--- config.mk ---
export PLATFORM = sky130hd
export DESIGN_NAME = tss_ctrl
export DESIGN_NICKNAME = d
export VERILOG_FILES = /design/src/rtl/core/tss_pkg.sv /design/src/rtl/core/tss_ctrl.sv
export SDC_FILE = /design/constraint.sdc
export NUM_CORES = 1
export LEC_CHECK = 0
export BUFFER_PORTS_ARGS = -buffer_cell sky130_fd_sc_hd__buf_2
export CAP_MARGIN = 10
export CORE_AREA = 2 2 39 41
export DETAILED_ROUTE_END_ITERATION = 8
export DIE_AREA = 0 0 41 43
export GPL_ROUTABILITY_DRIVEN = 0
export GPL_TIMING_DRIVEN = 0
export SETUP_SLACK_MARGIN = 0.4
export SLEW_MARGIN = 10
export SYNTH_ARGS = -nofsm -noshare
export SYNTH_HDL_FRONTEND = slang
export SYNTH_SLANG_ARGS = --single-unit
--- constraint.sdc ---
create_clock -name i_clk -period 1.6 [get_ports i_clk]
set_input_delay 0.16 -clock i_clk [delete_from_list [all_inputs] [get_ports i_clk]]
set_output_delay 0.16 -clock i_clk [all_outputs]
set_load 0.03 [all_outputs]
--- src/rtl/core/tss_pkg.sv ---
// Shared types and constants for the three-stack shared slot store.
package tss_pkg;

    localparam int STACKS        = 3;
    localparam int SLOTS_DEF     = 128;
    localparam int WORD_BITS_DEF = 32;
    localparam int OUT_BITS      = 32;

    typedef logic [1:0] t_stk;

    localparam t_stk STK_0 = 2'd0;
    localparam t_stk STK_1 = 2'd1;
    localparam t_stk STK_2 = 2'd2;

    localparam logic FUNC_PUSH = 1'b0;
    localparam logic FUNC_POP  = 1'b1;

    // Controller to datapath commands.
    typedef struct packed {
        logic clr_wr;
        logic latch;
        logic push_wr;
        logic pop_rd;
        logic pop_wr;
        logic chk_rd;
        t_stk rd_sel;
        logic chk_ev;
        t_stk ev_sel;
        logic emit;
    } t_cmd;

    // Datapath to controller status.
    typedef struct packed {
        logic clr_last;
        logic sel_ok;
        logic is_pop;
        logic full;
        logic top_vld;
    } t_sts;

endpackage

--- src/rtl/core/tss_ctrl.sv ---
// Controller state machine for the three-stack shared slot store.
module tss_ctrl
    import tss_pkg::*;
(
    input  logic i_clk,
    input  logic i_rst_n,
    input  logic i_start,
    input  t_sts i_sts,
    output t_cmd o_cmd,
    output logic o_busy
);

    typedef enum logic [3:0] {
        S_CLEAR,
        S_IDLE,
        S_DECIDE,
        S_POP_WR,
        S_CHK0,
        S_CHK1,
        S_CHK2,
        S_CHK3,
        S_DONE
    } t_state;

    t_state r_state;
    t_state n_state;

    always_comb begin
        n_state = r_state;
        o_cmd   = '0;
        case (r_state)
            S_CLEAR: begin
                o_cmd.clr_wr = 1'b1;
                if (i_sts.clr_last) begin
                    n_state = S_IDLE;
                end
            end
            S_IDLE: begin
                if (i_start) begin
                    o_cmd.latch = 1'b1;
                    n_state     = S_DECIDE;
                end
            end
            S_DECIDE: begin
                if (!i_sts.sel_ok) begin
                    n_state = S_DONE;
                end else if (i_sts.is_pop) begin
                    if (i_sts.top_vld) begin
                        o_cmd.pop_rd = 1'b1;
                        n_state      = S_POP_WR;
                    end else begin
                        n_state = S_DONE;
                    end
                end else if (i_sts.full) begin
                    n_state = S_DONE;
                end else begin
                    o_cmd.push_wr = 1'b1;
                    n_state       = S_CHK0;
                end
            end
            S_POP_WR: begin
                o_cmd.pop_wr = 1'b1;
                n_state      = S_CHK0;
            end
            // probe top+1 of each stack in order, one read per cycle
            S_CHK0: begin
                o_cmd.chk_rd = 1'b1;
                o_cmd.rd_sel = STK_0;
                n_state      = S_CHK1;
            end
            S_CHK1: begin
                o_cmd.chk_rd = 1'b1;
                o_cmd.rd_sel = STK_1;
                o_cmd.chk_ev = 1'b1;
                o_cmd.ev_sel = STK_0;
                n_state      = S_CHK2;
            end
            S_CHK2: begin
                o_cmd.chk_rd = 1'b1;
                o_cmd.rd_sel = STK_2;
                o_cmd.chk_ev = 1'b1;
                o_cmd.ev_sel = STK_1;
                n_state      = S_CHK3;
            end
            S_CHK3: begin
                o_cmd.chk_ev = 1'b1;
                o_cmd.ev_sel = STK_2;
                n_state      = S_DONE;
            end
            S_DONE: begin
                o_cmd.emit = 1'b1;
                n_state    = S_IDLE;
            end
            default: begin
                n_state = S_IDLE;
            end
        endcase
    end

    always_ff @(posedge i_clk) begin
        if (!i_rst_n) begin
            r_state <= S_CLEAR;
        end else begin
            r_state <= n_state;
        end
    end

    assign o_busy = (r_state != S_IDLE);

endmodule

==> results.cfg <==
[worst_hold_path]
hold_path.class = in2reg

[die]
die_h_um = 43
start_util_pct = 27.8
placementRows = 14
ios = 21
die_area_mm2 = 0.00176
core_area_mm2 = 0.00138
die_w_um = 41

[yosys]
seq_area_frac_synth_pct = 20.8
syn_area_per_cell_um2 = 8.03
synthCells = 48
synth_edf_count = 0
synth_top_flop_cell = dfxtp_1
ys_async_sr_fraction_pct = 0
syn_nets = 56
yosysWarnings = 0
synth_cell_types = 27
syn_area_um2 = 385
synth-seq-cells = 4

[layout]
final_cells = 109
top_regs = r_state (4)
largest_register_ffs = 4
final_nets = 103
max_flop_register = r_state
fillers = 84
areaGrowthSynthToFinish_pct = 164
n_antenna_cell = 0
layout-drive-gt1-share_pct = 84.9

[clocking]
cts.path.max_buffers = 2
clk_pin_slew_ns = 0.04
clock-sinks = 4
htree_levels = 1
cts_buffers = 3
cts_tree = built
clock_tree.root_cell = clkbuf_4
worstSkewPairLatency_ns = 0.25

[timing]
rsz0062_at_grt = true
hold_viol = 0
tightest_slew_ns = 0.232
period_minus_slack_ns = 1.50
timing.fmax_mhz = 668
finalClockSkew_ns = 0.00467
fin_tns_setup_ns = 0
finalCritPeriodShare_pct = 93.6
drv_slew = 0
slew_headroom_pct = 84.5
setup_violations = 0

[routing]
wl_met1_um = 579
num_vias = 532
drcViolationCount = 0
vias_per_cell = 4.88
drt.antenna.violating_nets = 0
wl_met2_um = 981
wl_met3_um = 70
dr.pass1.iters = 4
top_layer = met4
wl_mm = 1.68
drtIter0Drc = 2
wire_per_inst_um = 15.4

[setup_path]
end_kind = output port
cp_max_fo = 4
required_ns = 1.44
worstSetupPathType = reg2out
cp-start-kind = register
cp.arrival_ns = 1.34

[grt]
gr-total-overflow = 0
grt_max_degree = 7
grt_pass1_vias = 516
grt_antenna_before_repair = 0
grt_use_total_pct = 18.2
grt_pass1_wl_mm = 2.07

[placement]
place_hpwl_um = 736
io_buffers = 20
place_inst = 84

[power_and_ir_drop]
leakage_nw = 0.432
power_density_mw_per_mm2 = 494
vdd.ir_drop.worst_uv = 341

[outcome]
status = complete, no violations

[flow_run]
drv_cap = 0
-- path summary, 6_finish.rpt --
check,from,to,slack (ns),cells after the start
worst max-delay path,r_state[0]$_SDFFE_PN0P_,o_cmd[9],0.10,4
worst min-delay path,i_sts[4],r_state[0]$_SDFFE_PN0P_,0.15,3
worst max register to register,r_state[3]$_SDFFE_PN0P_,r_state[0]$_SDFFE_PN0P_,0.18,6
worst min register to register,r_state[2]$_SDFFE_PN0P_,r_state[2]$_SDFFE_PN0P_,0.72,3
-- final cells by class --
| class | instances | area [um^2] | share of cell area, % |
|---|---|---|---|
| Buffer | 5 | 63.8 | 6.27 |
| Clock buffer | 3 | 22.5 | 2.21 |
| Tap cell | 16 | 20.0 | 1.97 |
| Inverter | 3 | 11.3 | 1.11 |
| Multi-Input combinational cell | 36 | 392 | 38.5 |
| Timing Repair Buffer | 42 | 415 | 40.8 |
| Sequential cell | 4 | 92.6 | 9.10 |
-- cell families after synthesis --
kind of cell	count (synthesis)	synth area share [%]
DFF	4	20.8
buffers and inverters	8	14.9
AOI/OAI and AO/OA	8	16.9
and+or+nand+nor	28	47.4
-- timing repair --
action,4_1_cts,5_1_grt
setup endpoints to repair,14,16
resized for setup,42,19
hold buffers,0,0
buffers inserted,18,3
pin swaps,7,8
gates cloned,1,0
-- metal layers --
metal | GRT usage, % | vias to the layer above
met5 | 0 | -
met4 | 14.0 | 0
met3 | 1.57 | 5
met2 | 31.3 | 23
met1 | 18.3 | 241
li1 | - | 263
-- report_power, final --
group | internal [mW] | leakage [nW] | total, mW | switching [mW]
clock | 0.0847 | 0.0138 | 0.139 | 0.0543
combinational | 0.139 | 0.382 | 0.251 | 0.112
sequential | 0.104 | 0.0352 | 0.112 | 0.00824
total | 0.328 | 0.432 | 0.503 | 0.175
-- synth_stat cells (2+ instances only) --
| library cell | instances | area share [%] |
|---|---|---|
| nor2_1 | 8 | 7.8 |
| or3b_1 | 3 | 6.8 |
| and3_1 | 2 | 3.2 |
| nand2_1 | 2 | 1.9 |
| dfxtp_1 | 4 | 21 |
| buf_6 | 3 | 8.8 |
| nand2b_1 | 4 | 6.5 |
| inv_1 | 3 | 2.9 |
-- metrics by stage --
step / power [mW] / util, % / hold slack, ns / cell area (um^2) / setup WS (ns)
floorplan: 0.209 / - / 0.277 / 444 / 0.259
global placement: 0.240 / 40.8 / 0.410 / 564 / 0.275
detailed placement: 0.241 / 40.8 / 0.414 / 564 / 0.276
CTS: 0.460 / 66.3 / 0.161 / 917 / 0.130
global route: 0.520 / 73.5 / 0.180 / 1020 / 0.0735
finish: 0.503 / 73.5 / 0.154 / 1020 / 0.102
-- placed cells by master, fill, tap and decap left out, drive strengths merged --
cell and instances:
nor3b 1, and3 2, a31o 1, o21a 1, a31oi 1, nand3 1, nor4b 2, or3b 3
nor2 8, a211oi 1, dfxtp 4, or3 1, nor3 1, nor4 1, buf 47, nor2b 1
nand4 1, inv 3, a221oi 1, o22ai 1, nand2 2, a21oi 2, clkbuf 3, nand2b 4
-- critical path, cell delays in order, from the launching register on --
cell and delay (ns):
dfxtp_4 0.35, buf_8 0.13, or3_4 0.37, nor2_4 0.09, buf_6 0.13
(Power assumes the default switching activity.)
